File: src/rbd_pkg.sv
package rbd_pkg;

  localparam int NP_W   = 13;
  localparam int DIM_W  = 16;
  localparam int RANK_W = 12;

  localparam int MAX_WORKERS    = 4096;
  localparam int MAX_RASTER_DIM = 65535;

  localparam int ROOT_W = ($clog2(MAX_WORKERS + 1) + 1) / 2;
  localparam int BIT_W  = $clog2(ROOT_W);

  localparam int DIV_N  = DIM_W;
  localparam int DIVC_W = $clog2(DIV_N + 1);

  localparam int IN_DATA_W  = 16;
  localparam int OUT_DATA_W = 96;
  localparam int CFG_IDX_W  = 2;
  localparam int CFG_DATA_W = 16;

  typedef enum logic [CFG_IDX_W-1:0] {
    REG_WORKER_COUNT  = 2'd0,
    REG_RASTER_WIDTH  = 2'd1,
    REG_RASTER_HEIGHT = 2'd2,
    REG_SPLIT_MODE    = 2'd3
  } reg_idx_e;

  typedef enum logic [3:0] {
    OP_NONE,
    OP_ACCEPT,
    OP_SQRT_INIT,
    OP_SQRT_STEP,
    OP_DIV_START,
    OP_DIV_TAKE,
    OP_PLACE,
    OP_LOAD,
    OP_LOAD_ERR
  } op_e;

  typedef enum logic [1:0] {
    DIV_SEARCH,
    DIV_WIDTH,
    DIV_HEIGHT,
    DIV_RANK
  } div_sel_e;

  typedef struct packed {
    op_e      op;
    div_sel_e sel;
  } cmd_t;

  typedef struct packed {
    logic rank_err;
    logic dirty;
    logic sqrt_last;
    logic div_done;
    logic search_hit;
    logic out_free;
  } sts_t;

  typedef struct packed {
    logic [NP_W-1:0]  grid_rows;
    logic [NP_W-1:0]  grid_cols;
    logic [DIM_W-1:0] size_y;
    logic [DIM_W-1:0] size_x;
    logic [DIM_W-1:0] offset_y;
    logic [DIM_W-1:0] offset_x;
    logic             rank_error;
  } res_t;

endpackage

File: src/rbd_divider.sv
module rbd_divider (
  input  logic                      clk_i,
  input  logic                      rst_ni,
  input  logic                      start_i,
  input  logic [rbd_pkg::DIV_N-1:0] dividend_i,
  input  logic [rbd_pkg::NP_W-1:0]  divisor_i,
  output logic                      done_o,
  output logic [rbd_pkg::DIV_N-1:0] quot_o,
  output logic [rbd_pkg::NP_W-1:0]  rem_o
);
  import rbd_pkg::*;

  logic              busy_q, busy_d;
  logic              done_q, done_d;
  logic [DIVC_W-1:0] cnt_q, cnt_d;
  logic [DIV_N-1:0]  dvd_q, dvd_d;
  logic [NP_W-1:0]   dsr_q, dsr_d;
  logic [NP_W-1:0]   rem_q, rem_d;
  logic [NP_W:0]     shifted;
  logic              fits;

  assign shifted = {rem_q, dvd_q[DIV_N-1]};
  assign fits    = shifted >= {1'b0, dsr_q};

  always_comb begin
    busy_d = busy_q;
    done_d = 1'b0;
    cnt_d  = cnt_q;
    dvd_d  = dvd_q;
    dsr_d  = dsr_q;
    rem_d  = rem_q;
    if (start_i) begin
      busy_d = 1'b1;
      cnt_d  = DIVC_W'(DIV_N);
      dvd_d  = dividend_i;
      dsr_d  = divisor_i;
      rem_d  = '0;
    end else if (busy_q) begin
      rem_d = fits ? NP_W'(shifted - {1'b0, dsr_q}) : shifted[NP_W-1:0];
      dvd_d = {dvd_q[DIV_N-2:0], fits};
      cnt_d = cnt_q - DIVC_W'(1);
      if (cnt_q == DIVC_W'(1)) begin
        busy_d = 1'b0;
        done_d = 1'b1;
      end
    end
  end

  always_ff @(posedge clk_i or negedge rst_ni) begin
    if (!rst_ni) begin
      busy_q <= 1'b0;
      done_q <= 1'b0;
      cnt_q  <= '0;
    end else begin
      busy_q <= busy_d;
      done_q <= done_d;
      cnt_q  <= cnt_d;
    end
  end

  always_ff @(posedge clk_i) begin
    dvd_q <= dvd_d;
    dsr_q <= dsr_d;
    rem_q <= rem_d;
  end

  assign done_o = done_q;
  assign quot_o = dvd_q;
  assign rem_o  = rem_q;

endmodule

File: src/rbd_datapath.sv
module rbd_datapath (
  input  logic                           clk_i,
  input  logic                           rst_ni,
  input  logic                           cfg_we_i,
  input  logic [rbd_pkg::CFG_IDX_W-1:0]  cfg_index_i,
  input  logic [rbd_pkg::CFG_DATA_W-1:0] cfg_data_i,
  input  logic [rbd_pkg::RANK_W-1:0]     rank_i,
  input  rbd_pkg::cmd_t                  cmd_i,
  output rbd_pkg::sts_t                  sts_o,
  input  logic                           out_ready_i,
  output logic                           out_valid_o,
  output rbd_pkg::res_t                  res_o
);
  import rbd_pkg::*;

  typedef struct packed {
    logic [DIM_W-1:0] off;
    logic [DIM_W-1:0] size;
  } place_t;

  function automatic place_t place(input logic [NP_W-1:0] idx, input logic [NP_W-1:0] nblk,
                                   input logic [DIM_W-1:0] base, input logic [NP_W-1:0] rem,
                                   input logic mode);
    place_t                 p;
    logic [NP_W+DIM_W-1:0]  prod;
    logic [NP_W-1:0]        lo;
    prod = (NP_W+DIM_W)'(idx) * (NP_W+DIM_W)'(base);
    lo   = (idx < rem) ? idx : rem;
    if (!mode) begin
      p.off  = prod[DIM_W-1:0];
      p.size = base + ((idx == nblk - NP_W'(1)) ? DIM_W'(rem) : '0);
    end else begin
      p.off  = prod[DIM_W-1:0] + DIM_W'(lo);
      p.size = base + ((idx < rem) ? DIM_W'(1) : '0);
    end
    return p;
  endfunction

  logic [NP_W-1:0]    worker_count_q;
  logic [DIM_W-1:0]   width_q, height_q;
  logic               mode_q;
  logic               dirty_q;
  logic [NP_W-1:0]    np_sat;
  logic [DIM_W-1:0]   w_sat, h_sat;

  logic [RANK_W-1:0]  rank_q;
  logic [NP_W-1:0]    rows_q, cols_q;
  logic [BIT_W-1:0]   bit_q;
  logic [DIM_W-1:0]   base_x_q, base_y_q;
  logic [NP_W-1:0]    rem_x_q, rem_y_q;
  logic [NP_W-1:0]    bx_q, by_q;
  place_t             px_q, py_q;
  logic               out_valid_q;
  res_t               res_q;

  logic [ROOT_W-1:0]   trial;
  logic [2*ROOT_W-1:0] trial_sq;

  logic               div_start;
  logic [DIV_N-1:0]   div_dividend;
  logic [NP_W-1:0]    div_divisor;
  logic               div_done;
  logic [DIV_N-1:0]   div_quot;
  logic [NP_W-1:0]    div_rem;

  assign np_sat = (worker_count_q > NP_W'(MAX_WORKERS)) ? NP_W'(MAX_WORKERS) : worker_count_q;
  assign w_sat  = (width_q > DIM_W'(MAX_RASTER_DIM)) ? DIM_W'(MAX_RASTER_DIM) : width_q;
  assign h_sat  = (height_q > DIM_W'(MAX_RASTER_DIM)) ? DIM_W'(MAX_RASTER_DIM) : height_q;

  assign trial    = rows_q[ROOT_W-1:0] | (ROOT_W'(1) << bit_q);
  assign trial_sq = (2*ROOT_W)'(trial) * (2*ROOT_W)'(trial);

  always_comb begin
    case (cmd_i.sel)
      DIV_SEARCH: begin
        div_dividend = DIV_N'(np_sat);
        div_divisor  = rows_q;
      end
      DIV_WIDTH: begin
        div_dividend = w_sat;
        div_divisor  = cols_q;
      end
      DIV_HEIGHT: begin
        div_dividend = h_sat;
        div_divisor  = rows_q;
      end
      default: begin
        div_dividend = DIV_N'(rank_q);
        div_divisor  = cols_q;
      end
    endcase
  end

  assign div_start = (cmd_i.op == OP_DIV_START);

  rbd_divider u_div (
    .clk_i      (clk_i),
    .rst_ni     (rst_ni),
    .start_i    (div_start),
    .dividend_i (div_dividend),
    .divisor_i  (div_divisor),
    .done_o     (div_done),
    .quot_o     (div_quot),
    .rem_o      (div_rem)
  );

  always_ff @(posedge clk_i or negedge rst_ni) begin
    if (!rst_ni) begin
      worker_count_q <= NP_W'(1);
      width_q        <= DIM_W'(1);
      height_q       <= DIM_W'(1);
      mode_q         <= 1'b0;
      dirty_q        <= 1'b1;
      out_valid_q    <= 1'b0;
    end else begin
      if (cfg_we_i) begin
        dirty_q <= 1'b1;
        case (reg_idx_e'(cfg_index_i))
          REG_WORKER_COUNT:  worker_count_q <= cfg_data_i[NP_W-1:0];
          REG_RASTER_WIDTH:  width_q        <= cfg_data_i[DIM_W-1:0];
          REG_RASTER_HEIGHT: height_q       <= cfg_data_i[DIM_W-1:0];
          REG_SPLIT_MODE:    mode_q         <= cfg_data_i[0];
          default: ;
        endcase
      end else if (cmd_i.op == OP_DIV_TAKE && cmd_i.sel == DIV_HEIGHT) begin
        dirty_q <= 1'b0;
      end
      if (cmd_i.op == OP_LOAD || cmd_i.op == OP_LOAD_ERR) begin
        out_valid_q <= 1'b1;
      end else if (out_ready_i) begin
        out_valid_q <= 1'b0;
      end
    end
  end

  always_ff @(posedge clk_i) begin
    case (cmd_i.op)
      OP_ACCEPT: rank_q <= rank_i;
      OP_SQRT_INIT: begin
        rows_q <= '0;
        bit_q  <= BIT_W'(ROOT_W - 1);
      end
      OP_SQRT_STEP: begin
        if (trial_sq <= (2*ROOT_W)'(np_sat)) rows_q <= NP_W'(trial);
        bit_q <= bit_q - BIT_W'(1);
      end
      OP_DIV_TAKE: begin
        case (cmd_i.sel)
          DIV_SEARCH: begin
            cols_q <= div_quot[NP_W-1:0];
            if (!sts_o.search_hit) rows_q <= rows_q - NP_W'(1);
          end
          DIV_WIDTH: begin
            base_x_q <= div_quot;
            rem_x_q  <= div_rem;
          end
          DIV_HEIGHT: begin
            base_y_q <= div_quot;
            rem_y_q  <= div_rem;
          end
          default: begin
            bx_q <= div_rem;
            by_q <= div_quot[NP_W-1:0];
          end
        endcase
      end
      OP_PLACE: begin
        px_q <= place(bx_q, cols_q, base_x_q, rem_x_q, mode_q);
        py_q <= place(by_q, rows_q, base_y_q, rem_y_q, mode_q);
      end
      OP_LOAD: begin
        res_q.offset_x   <= px_q.off;
        res_q.offset_y   <= py_q.off;
        res_q.size_x     <= px_q.size;
        res_q.size_y     <= py_q.size;
        res_q.grid_cols  <= cols_q;
        res_q.grid_rows  <= rows_q;
        res_q.rank_error <= 1'b0;
      end
      OP_LOAD_ERR: begin
        res_q.offset_x   <= '0;
        res_q.offset_y   <= '0;
        res_q.size_x     <= '0;
        res_q.size_y     <= '0;
        res_q.grid_cols  <= '0;
        res_q.grid_rows  <= '0;
        res_q.rank_error <= 1'b1;
      end
      default: ;
    endcase
  end

  assign sts_o.rank_err   = NP_W'(rank_q) >= np_sat;
  assign sts_o.dirty      = dirty_q;
  assign sts_o.sqrt_last  = (bit_q == '0);
  assign sts_o.div_done   = div_done;
  assign sts_o.search_hit = (rows_q == NP_W'(1)) || (div_rem == '0);
  assign sts_o.out_free   = !out_valid_q || out_ready_i;

  assign out_valid_o = out_valid_q;
  assign res_o       = res_q;

endmodule

File: src/rbd_ctrl.sv
module rbd_ctrl (
  input  logic          clk_i,
  input  logic          rst_ni,
  input  logic          in_valid_i,
  output logic          in_ready_o,
  input  rbd_pkg::sts_t sts_i,
  output rbd_pkg::cmd_t cmd_o
);
  import rbd_pkg::*;

  typedef enum logic [3:0] {
    ST_IDLE,
    ST_CHECK,
    ST_SQRT,
    ST_SRCH_GO,
    ST_SRCH_WAIT,
    ST_W_GO,
    ST_W_WAIT,
    ST_H_GO,
    ST_H_WAIT,
    ST_R_GO,
    ST_R_WAIT,
    ST_PLACE,
    ST_LOAD,
    ST_LOAD_ERR
  } state_e;

  state_e state_q, state_d;

  always_comb begin
    state_d    = state_q;
    cmd_o.op   = OP_NONE;
    cmd_o.sel  = DIV_RANK;
    case (state_q)
      ST_IDLE: begin
        if (in_valid_i) begin
          cmd_o.op = OP_ACCEPT;
          state_d  = ST_CHECK;
        end
      end
      ST_CHECK: begin
        if (sts_i.rank_err) begin
          state_d = ST_LOAD_ERR;
        end else if (sts_i.dirty) begin
          cmd_o.op = OP_SQRT_INIT;
          state_d  = ST_SQRT;
        end else begin
          state_d = ST_R_GO;
        end
      end
      ST_SQRT: begin
        cmd_o.op = OP_SQRT_STEP;
        if (sts_i.sqrt_last) state_d = ST_SRCH_GO;
      end
      ST_SRCH_GO: begin
        cmd_o.op  = OP_DIV_START;
        cmd_o.sel = DIV_SEARCH;
        state_d   = ST_SRCH_WAIT;
      end
      ST_SRCH_WAIT: begin
        cmd_o.sel = DIV_SEARCH;
        if (sts_i.div_done) begin
          cmd_o.op = OP_DIV_TAKE;
          state_d  = sts_i.search_hit ? ST_W_GO : ST_SRCH_GO;
        end
      end
      ST_W_GO: begin
        cmd_o.op  = OP_DIV_START;
        cmd_o.sel = DIV_WIDTH;
        state_d   = ST_W_WAIT;
      end
      ST_W_WAIT: begin
        cmd_o.sel = DIV_WIDTH;
        if (sts_i.div_done) begin
          cmd_o.op = OP_DIV_TAKE;
          state_d  = ST_H_GO;
        end
      end
      ST_H_GO: begin
        cmd_o.op  = OP_DIV_START;
        cmd_o.sel = DIV_HEIGHT;
        state_d   = ST_H_WAIT;
      end
      ST_H_WAIT: begin
        cmd_o.sel = DIV_HEIGHT;
        if (sts_i.div_done) begin
          cmd_o.op = OP_DIV_TAKE;
          state_d  = ST_R_GO;
        end
      end
      ST_R_GO: begin
        cmd_o.op = OP_DIV_START;
        state_d  = ST_R_WAIT;
      end
      ST_R_WAIT: begin
        if (sts_i.div_done) begin
          cmd_o.op = OP_DIV_TAKE;
          state_d  = ST_PLACE;
        end
      end
      ST_PLACE: begin
        cmd_o.op = OP_PLACE;
        state_d  = ST_LOAD;
      end
      ST_LOAD: begin
        if (sts_i.out_free) begin
          cmd_o.op = OP_LOAD;
          state_d  = ST_IDLE;
        end
      end
      ST_LOAD_ERR: begin
        if (sts_i.out_free) begin
          cmd_o.op = OP_LOAD_ERR;
          state_d  = ST_IDLE;
        end
      end
      default: state_d = ST_IDLE;
    endcase
  end

  always_ff @(posedge clk_i or negedge rst_ni) begin
    if (!rst_ni) begin
      state_q <= ST_IDLE;
    end else begin
      state_q <= state_d;
    end
  end

  assign in_ready_o = (state_q == ST_IDLE);

endmodule

File: src/raster_block_decomposition_unit.sv
// An in-range rank runs the rank division and placement while the grid setup is current.
// After any configuration write the next word also runs the setup: the square root, then
// one division per factor trial (1 to 64 trials) and the two raster divisions.
// All divisions share one 16-step iterative divider; words are taken one at a time.
// A result may wait in the output register while the next word is accepted.
// Reset: registers return to 1 worker, 1 x 1 raster, mode 0; setup is marked stale.
module raster_block_decomposition_unit (
  input  logic                            clk_i,
  input  logic                            rst_ni,
  input  logic                            cfg_we_i,
  input  logic [rbd_pkg::CFG_IDX_W-1:0]   cfg_index_i,
  input  logic [rbd_pkg::CFG_DATA_W-1:0]  cfg_data_i,
  input  logic                            s_axis_tvalid_i,
  output logic                            s_axis_tready_o,
  // worker_rank[11:0]
  input  logic [rbd_pkg::IN_DATA_W-1:0]   s_axis_tdata_i,
  output logic                            m_axis_tvalid_o,
  input  logic                            m_axis_tready_i,
  // offset_x[15:0], offset_y[31:16], size_x[47:32], size_y[63:48],
  // grid_cols[76:64], grid_rows[89:77]
  output logic [rbd_pkg::OUT_DATA_W-1:0]  m_axis_tdata_o,
  // rank_error[0]
  output logic                            m_axis_tuser_o
);
  import rbd_pkg::*;

  cmd_t cmd;
  sts_t sts;
  res_t res;

  rbd_ctrl u_ctrl (
    .clk_i      (clk_i),
    .rst_ni     (rst_ni),
    .in_valid_i (s_axis_tvalid_i),
    .in_ready_o (s_axis_tready_o),
    .sts_i      (sts),
    .cmd_o      (cmd)
  );

  rbd_datapath u_dp (
    .clk_i       (clk_i),
    .rst_ni      (rst_ni),
    .cfg_we_i    (cfg_we_i),
    .cfg_index_i (cfg_index_i),
    .cfg_data_i  (cfg_data_i),
    .rank_i      (s_axis_tdata_i[RANK_W-1:0]),
    .cmd_i       (cmd),
    .sts_o       (sts),
    .out_ready_i (m_axis_tready_i),
    .out_valid_o (m_axis_tvalid_o),
    .res_o       (res)
  );

  assign m_axis_tdata_o = {
    (OUT_DATA_W - 2*NP_W - 4*DIM_W)'(0),
    res.grid_rows, res.grid_cols, res.size_y, res.size_x, res.offset_y, res.offset_x
  };
  assign m_axis_tuser_o = res.rank_error;

endmodule

File: config.mk
export PLATFORM = sky130hd
export DESIGN_NAME = raster_block_decomposition_unit
export DESIGN_NICKNAME = d
export VERILOG_FILES = /design/src/rbd_pkg.sv /design/src/rbd_divider.sv /design/src/rbd_datapath.sv /design/src/rbd_ctrl.sv /design/src/raster_block_decomposition_unit.sv
export SDC_FILE = /design/constraint.sdc
export NUM_CORES = 1
export LEC_CHECK = 0
export ABC_AREA = 1
export BUFFER_PORTS_ARGS = -buffer_cell sky130_fd_sc_hd__buf_2
export CORE_UTILIZATION = 65
export DETAILED_ROUTE_END_ITERATION = 7
export GPL_TIMING_DRIVEN = 0
export HOLD_SLACK_MARGIN = 0.06
export PLACE_DENSITY = 0.92
export SLEW_MARGIN = 20
export SYNTH_ARGS = -nofsm -noshare
export SYNTH_HDL_FRONTEND = slang
export SYNTH_SLANG_ARGS = --single-unit
File: constraint.sdc
create_clock -name clk_i -period 15.65 [get_ports clk_i]
set_clock_uncertainty 0.05 [all_clocks]
set_input_delay 2.3475 -clock clk_i [delete_from_list [all_inputs] [get_ports clk_i]]
set_output_delay 2.3475 -clock clk_i [all_outputs]
set_load 0.1 [all_outputs]
==> flow_metrics.py, run 1 <==
metrics = {
    "synthesis": {
        "netlist_area_um2": 29500,
        "yosys.cell_types.count": 57,
        "synth-edff-count": 309,
        "yosysTopAreaCell": "edfxtp_1",
        "syn_inst": 3526,
        "synth_area_leaders": "edfxtp_1 31%, nand2_1 13%, fa_1 12%, ha_1 9.4%, inv_1 9.2%",
        "synth-async-reset-ratio_pct": 15.5,
        "avgSynthCellArea_um2": 8.37,
        "synth.yosys.seq_area_share_pct": 37.3,
        "synth.ff_latch_count": 381,
        "ys.flop_type": "edfxtp_1",
        "synth_top_area_share_pct": 31.4,
        "yosys_warnings": 0,
    },
    "power_and_ir_drop": {
        "cellLeakagePower_nw": 16.7,
        "ir_drop_v": 0.000480,
        "powerDensity_nw_per_um2": 170,
    },
    "cts": {
        "post_cts_buffers": 0,
        "htree_levels": 2,
        "cts_tree": "built",
        "root_buffer": "clkbuf_16",
        "clk_latency_ns": 0.57,
        "numClockSinks": 381,
        "ctsResizeCount": 0,
        "hold_buffers": 0,
        "cts_buffer_depth": 3,
        "clkTransAtPathRegs_ns": 0.06,
        "cts_buffers": 39,
    },
    "setup_path": {
        "ff2ff_setup_slack_ns": 8.41,
        "r2r.worst_path.cells": 30,
        "crit_fanout": 13,
        "required_ns": 15.77,
        "critPathLaunchType": "register",
        "r2r_start": "u_dp.bit_q[0]",
        "cp.arrival_ns": 7.36,
        "reg2reg_to": "u_dp.rows_q[12]",
        "worstSetupEndpointType": "register",
        "cpMostUsedCell": "inv_1",
        "crit_slowest_cell": "nor2_1",
        "critPathMaxStageDelay_ns": 0.80,
        "critPathKind": "register to register",
    },
    "global_routing": {
        "antenna_found_initial": 2,
        "grt_max_degree": 60,
        "track_usage_pct": 34.7,
        "grt_pass1_vias": 24739,
        "grt_pass1_wl_um": 126000,
        "grt-ovfl-total": 0,
    },
    "sta": {
        "finalSetupViolations": 0,
        "worstMarginPinSlew_ns": 1.09,
        "worst_slew_margin_rel_pct": 26.6,
        "hold_viol_final": 0,
        "fin_setup_tns_ns": 0,
        "post-route-period-util_pct": 46.2,
        "drv_slew": 0,
        "fmax_mhz": 138,
        "rsz0062_at_grt": "false",
        "fin_crit_ns": 7.24,
    },
    "layout": {
        "nets": 4146,
        "syn_to_final_growth_pct": 9.67,
        "multi_input_area_um2": 15400,
        "drive_above_1_share_pct": 7.89,
        "antennaDiodeCount": 0,
        "register_area_um2": 11000,
        "design_area_um2": 32400,
        "fillerInstances": 3015,
    },
    "drt": {
        "routed_via_density": 5.77,
        "drc_errors": 3,
        "ant_nets": 0,
        "drt_first_pass_iters": 8,
        "wl_per_cell_um": 18.3,
        "vias": 24962,
        "drtIter0Drc": 2845,
        "drt_wl_total_um": 79000,
    },
    "run": {
        "drv_cap": 0,
    },
    "place": {
        "place_area_um2": 31100,
        "portBuffers": 127,
        "gp_congestion": 1.00,
        "dp_hpwl_um": 59000,
    },
    "min_path": {
        "hold_path.class": "register to register",
        "hold_depth": 2,
        "hold_start": "u_dp.width_q[0]",
        "min_to": "u_dp.width_q[0]",
    },
    "die": {
        "rows": 77,
        "die_h_um": 215,
        "io_pins": 138,
        "die_w_um": 215,
        "start_util_pct": 66.3,
        "core-area_um2": 44500,
        "die_area_um2": 46300,
    },
    "run_status": {
        "outcome": "finished with violations",
        "failed_checks": "design-rule violations",
    },
}
-- how the worst max path moves through the flow --
stage | end | startpoint
3_5_place_dp | u_dp.rows_q[11] | u_dp.bit_q[0]
6_report | u_dp.rows_q[12] | u_dp.bit_q[0]
4_1_cts | u_dp.rows_q[12] | u_dp.bit_q[0]
5_1_grt | u_dp.rows_q[12] | u_dp.bit_q[0]
3_3_place_gp | u_dp.out_valid_o | m_axis_tready_i
2_1_floorplan | u_dp.out_valid_o | m_axis_tready_i
-- layer usage --
| metal | share of wire [%] | global-route usage [%] | vias to the layer above |
|---|---|---|---|
| li1 | - | - | 11398 |
| met1 | 35 | 42.7 | 11470 |
| met2 | 46 | 57.0 | 1693 |
| met3 | 12 | 8.00 | 397 |
| met4 | 6.5 | 18.7 | 4 |
| met5 | 0.038 | 0 | - |
-- registers in the layout, summed over array words and instances, names as in the netlist, 16 cells and up --
| signal | flops |
|---|---|
| u_dp.base_y_q | 16 |
| u_dp.py_q | 32 |
| u_dp.base_x_q | 16 |
| u_dp.res_o | 91 |
| u_dp.u_div.quot_o | 16 |
| u_dp.height_q | 16 |
| u_dp.px_q | 32 |
| u_dp.width_q | 16 |
-- critical path, delay by kind of cell (launching register included) --
| family | cells | cell delay, ns |
|---|---|---|
| AO/OA/AOI/OAI | 5 | 0.95 |
| buffers and inverters | 7 | 0.71 |
| XOR/XNOR | 2 | 0.28 |
| AND/OR/NAND/NOR | 9 | 1.70 |
| flip-flops | 1 | 0.39 |
| adder cells (fa/ha/maj) | 7 | 2.74 |
-- Yosys cell counts (all sizes together), types with 3 or more instances --
library cell	count
a31o	3
a22o	3
fa	180
o21ai	190
nand3b	7
ha	221
nand3	121
inv	731
a21o	9
dfstp	4
a31oi	7
clkinv	3
xor2	78
buf	38
nor4	8
o2111ai	13
nand4	20
a21oi	115
o21bai	14
nor3	17
dfxtp	13
o22ai	13
o21a	3
xnor2	41
a21boi	6
nor2	189
edfxtp	309
clkbuf	67
o211ai	6
and2	3
o31ai	3
nand2	1022
dfrtp	55
or2	7
-- where the power goes --
group / internal (mW) / total (mW) / switching, mW
clock: 0.513 / 0.924 / 0.410
combinational: 1.08 / 3.03 / 1.95
sequential: 1.36 / 1.56 / 0.196
-- cell type report --
cell class,instances,area share [%]
clock buffers,54,3.25
inverters,734,8.51
plain buffers,105,1.41
repair buffers,134,2.50
multi-input cells,2311,47.4
clock inverters,18,0.599
well taps,592,2.29
flip-flops and latches,381,34.0
-- cell families after synthesis --
family                   after synthesis  share of synthesized area [%]
AND/OR/NAND/NOR                     1396                           19.2
buffers and inverters                839                           10.9
XOR/XNOR                             119                           3.61
flip-flops                           381                           37.3
adder cells (fa/ha/maj)              401                           21.6
other                                  1                         0.0127
AO/OA/AOI/OAI                        389                           7.43
-- per-stage QoR --
stage / std cells / setup slack, ns / utilization [%] / hold slack [ns] / power, mW
floorplan: 3531 / 8.11 / - / 0.395 / 3.77
global placement: 4250 / 6.20 / 69.5 / 0.416 / 4.35
detailed placement: 4257 / 8.51 / 69.9 / 0.424 / 4.49
CTS: 4329 / 8.48 / 72.7 / 0.441 / 5.44
global route: 4329 / 7.89 / 72.8 / 0.457 / 5.95
finish: 4329 / 8.41 / 72.8 / 0.442 / 5.51
-- cells in the final DEF, fill, tap and decap left out, types with 12 or more instances in the layout --
| master | count |
|---|---|
| clkbuf_16 | 39 |
| nand3_1 | 118 |
| nand4_1 | 20 |
| buf_2 | 152 |
| o21bai_1 | 13 |
| xnor2_1 | 41 |
| nand2_1 | 1016 |
| edfxtp_1 | 309 |
| o21ai_0 | 177 |
| clkbuf_1 | 80 |
| o22ai_1 | 13 |
| inv_1 | 719 |
| dfrtp_1 | 55 |
| o2111ai_1 | 13 |
| nor2_2 | 20 |
| a21oi_1 | 114 |
| ha_1 | 221 |
| dfxtp_1 | 13 |
| nor3_1 | 15 |
| fa_1 | 180 |
| xor2_1 | 75 |
| nor2_1 | 161 |
| o21ai_1 | 12 |
Power figures use the tool's default switching activity.
==> run 2, diff against run 1 <==
--- a/config.mk
+++ b/config.mk
@@ -7,11 +7,11 @@
 export LEC_CHECK = 0
 export ABC_AREA = 1
 export BUFFER_PORTS_ARGS = -buffer_cell sky130_fd_sc_hd__buf_2
-export CORE_UTILIZATION = 65
+export CORE_UTILIZATION = 57
 export DETAILED_ROUTE_END_ITERATION = 7
 export GPL_TIMING_DRIVEN = 0
 export HOLD_SLACK_MARGIN = 0.06
-export PLACE_DENSITY = 0.92
+export PLACE_DENSITY = 0.86
 export SLEW_MARGIN = 20
 export SYNTH_ARGS = -nofsm -noshare
 export SYNTH_HDL_FRONTEND = slang
==> constraint.sdc (replaced) <==
create_clock -name clk_i -period 6.6 [get_ports clk_i]
set_clock_uncertainty 0.05 [all_clocks]
set_input_delay 0.99 -clock clk_i [delete_from_list [all_inputs] [get_ports clk_i]]
set_output_delay 0.99 -clock clk_i [all_outputs]
set_load 0.1 [all_outputs]
==> run 2 against run 1 <==
Against the previous run: global-route usage shrank 5.4 points; hold slack lost 0.0067 ns; setup slack lost 8.1 ns; critical path type unchanged; non-clock buffer count grew 22; routed wire length shrank 2.0%; design area grew 1.8%; the run now ends clean; sequential share of layout area shrank 0.60 points; highest routed layer unchanged; via count shrank 1.9%; register-to-register slack lost 8.1 ns; critical endpoint is now u_dp.px_q[31].
==> flow_metrics.py, run 2 (synthesis results as in run 1) <==
metrics = {
    "layout": {
        "syn_to_final_growth_pct": 11.6,
        "largest_reg_flops": 91,
        "final_common_cell": "nand2_1",
        "drive_above_1_share_pct": 9.90,
        "final_cell_mix": "1,014 x nand2_1, 717 x inv_1, 309 x edfxtp_1",
        "design_area_um2": 33000,
        "nets": 4169,
        "antennaDiodeCount": 0,
    },
    "cts": {
        "numClockSinks": 381,
        "root_buffer": "clkbuf_16",
        "cts_buffer_depth": 3,
        "clkTransAtPathRegs_ns": 0.06,
        "cts_tree": "built",
        "cts_buffers": 40,
        "clk_latency_ns": 0.57,
        "hold_buffers": 0,
        "htree_levels": 2,
    },
    "drt": {
        "drt_wl_total_um": 77400,
        "drtIter0Drc": 2731,
        "drc_errors": 0,
        "ant_nets": 0,
        "vias": 24493,
        "wl_per_cell_um": 17.4,
        "routed_via_density": 5.52,
        "drt_first_pass_iters": 6,
    },
    "setup_path": {
        "ff2ff_setup_slack_ns": 0.29,
        "worstSetupStartpoint": "u_dp.base_x_q[2]",
        "critPathLaunchType": "register",
        "critPathKind": "register to register",
        "worstSetupEndpointType": "register",
        "r2r.worst_path.cells": 26,
        "r2r_start": "u_dp.base_x_q[2]",
        "cp-endpoint": "u_dp.px_q[31]",
        "reg2reg_to": "u_dp.px_q[31]",
        "required_ns": 6.98,
        "crit_fanout": 10,
        "crit_slowest_cell": "fa_1",
        "cp.arrival_ns": 6.69,
        "cpMostUsedCell": "nand2_1",
        "critPathMaxStageDelay_ns": 0.58,
    },
    "die": {
        "start_util_pct": 57.7,
        "rows": 83,
        "die_w_um": 230,
        "die_h_um": 230,
        "die_area_um2": 52700,
        "core-area_um2": 51200,
        "io_pins": 138,
    },
    "power_and_ir_drop": {
        "ir_drop_v": 0.000764,
        "powerDensity_nw_per_um2": 400,
        "cellLeakagePower_nw": 16.9,
    },
    "global_routing": {
        "track_usage_pct": 29.3,
        "antenna_found_initial": 2,
        "grt-ovfl-total": 0,
        "grt_pass1_vias": 23863,
        "grt_pass1_wl_um": 121000,
        "grt_max_degree": 60,
    },
    "run": {
        "drv_cap": 0,
    },
    "place": {
        "dp_hpwl_um": 58700,
        "gp_congestion": 0.980,
        "place_area_um2": 31300,
        "portBuffers": 127,
    },
    "sta": {
        "finalSetupViolations": 0,
        "hold_viol_final": 0,
        "drv_slew": 0,
        "fmax_mhz": 158,
        "fin_setup_tns_ns": 0,
        "worstMarginPinSlew_ns": 1.09,
        "fin_crit_ns": 6.31,
        "post-route-period-util_pct": 95.7,
        "worst_slew_margin_rel_pct": 26.6,
    },
    "min_path": {
        "hold_path.class": "register to register",
    },
    "run_status": {
        "outcome": "complete, no violations",
    },
}
[run 2: changes by cell type in the layout (fill, tap and decap cells not counted), sizes merged]
cell	previous run	this run
buf	172	204
bufinv	2	3
clkbuf	121	105
clkinv	14	18
clkinvlp	3	4
[run 2: metal layers]
layer | vias to the layer above | global-route usage [%] | share of wire [%]
li1 | 11435 | - | -
met1 | 11355 | 37.5 | 38
met2 | 1420 | 49.0 | 47
met3 | 281 | 4.93 | 11
met4 | 2 | 12.5 | 4.8
met5 | - | 0 | 0.026
[run 2: metrics by stage]
step,power (mW),util (%),hold slack [ns],worst slack (ns),instances
final,13.2,64.4,0.436,0.287,4439
after global routing,14.3,64.4,0.456,-0.0448,4439
after CTS,12.9,63.6,0.437,0.00925,4417
after floorplan,8.94,-,0.395,0.313,3531
after detailed placement,10.6,61.1,0.423,-0.633,4346
after global placement,10.4,60.6,0.415,-1.80,4338
[run 2: report_power, final]
part	leakage [nW]	switching [mW]	internal, mW
clock network	0.616	0.973	1.26
logic	12.6	4.61	2.66
registers	3.67	0.445	3.23
[run 2: how the worst min path moves through the flow]
stage	from	slack, ns	endpoint	cells past startpoint
after floorplan	u_dp.u_div.quot_o[15]	0.40	u_dp.base_x_q[15]	0
after global placement	u_dp.height_q[12]	0.42	u_dp.height_q[12]	2
after detailed placement	u_dp.width_q[12]	0.42	u_dp.width_q[12]	2
after CTS	u_dp.width_q[5]	0.44	u_dp.width_q[5]	2
after global routing	u_dp.height_q[7]	0.46	u_dp.height_q[7]	2
final	u_dp.width_q[12]	0.44	u_dp.width_q[12]	2
[run 2: worst max-delay path: cells and delay by family (launching register included)]
| family | cells | cell delay, ns |
|---|---|---|
| fa+ha+maj | 7 | 2.97 |
| simple gates | 9 | 1.04 |
| buf+inv | 5 | 0.82 |
| compound gates | 4 | 0.59 |
| flops | 1 | 0.48 |
| xor+xnor | 1 | 0.21 |
[run 2: area by class of cell]
class | instances | area (um2)
inverters | 734 | 2760
multi-input cells | 2311 | 15500
clock inverters | 24 | 243
flip-flops and latches | 381 | 11000
clock buffers | 48 | 1040
well taps | 680 | 851
repair buffers | 165 | 1070
plain buffers | 96 | 472
fillers | 3991 | 18200
[run 2: repair_timing]
item | CTS | global route
buffers inserted | 2 | 28
endpoints found under the hold margin | 0 | 0
setup endpoints to repair | 14 | 23
resized for setup | 6 | 78
pin swaps | 1 | 3
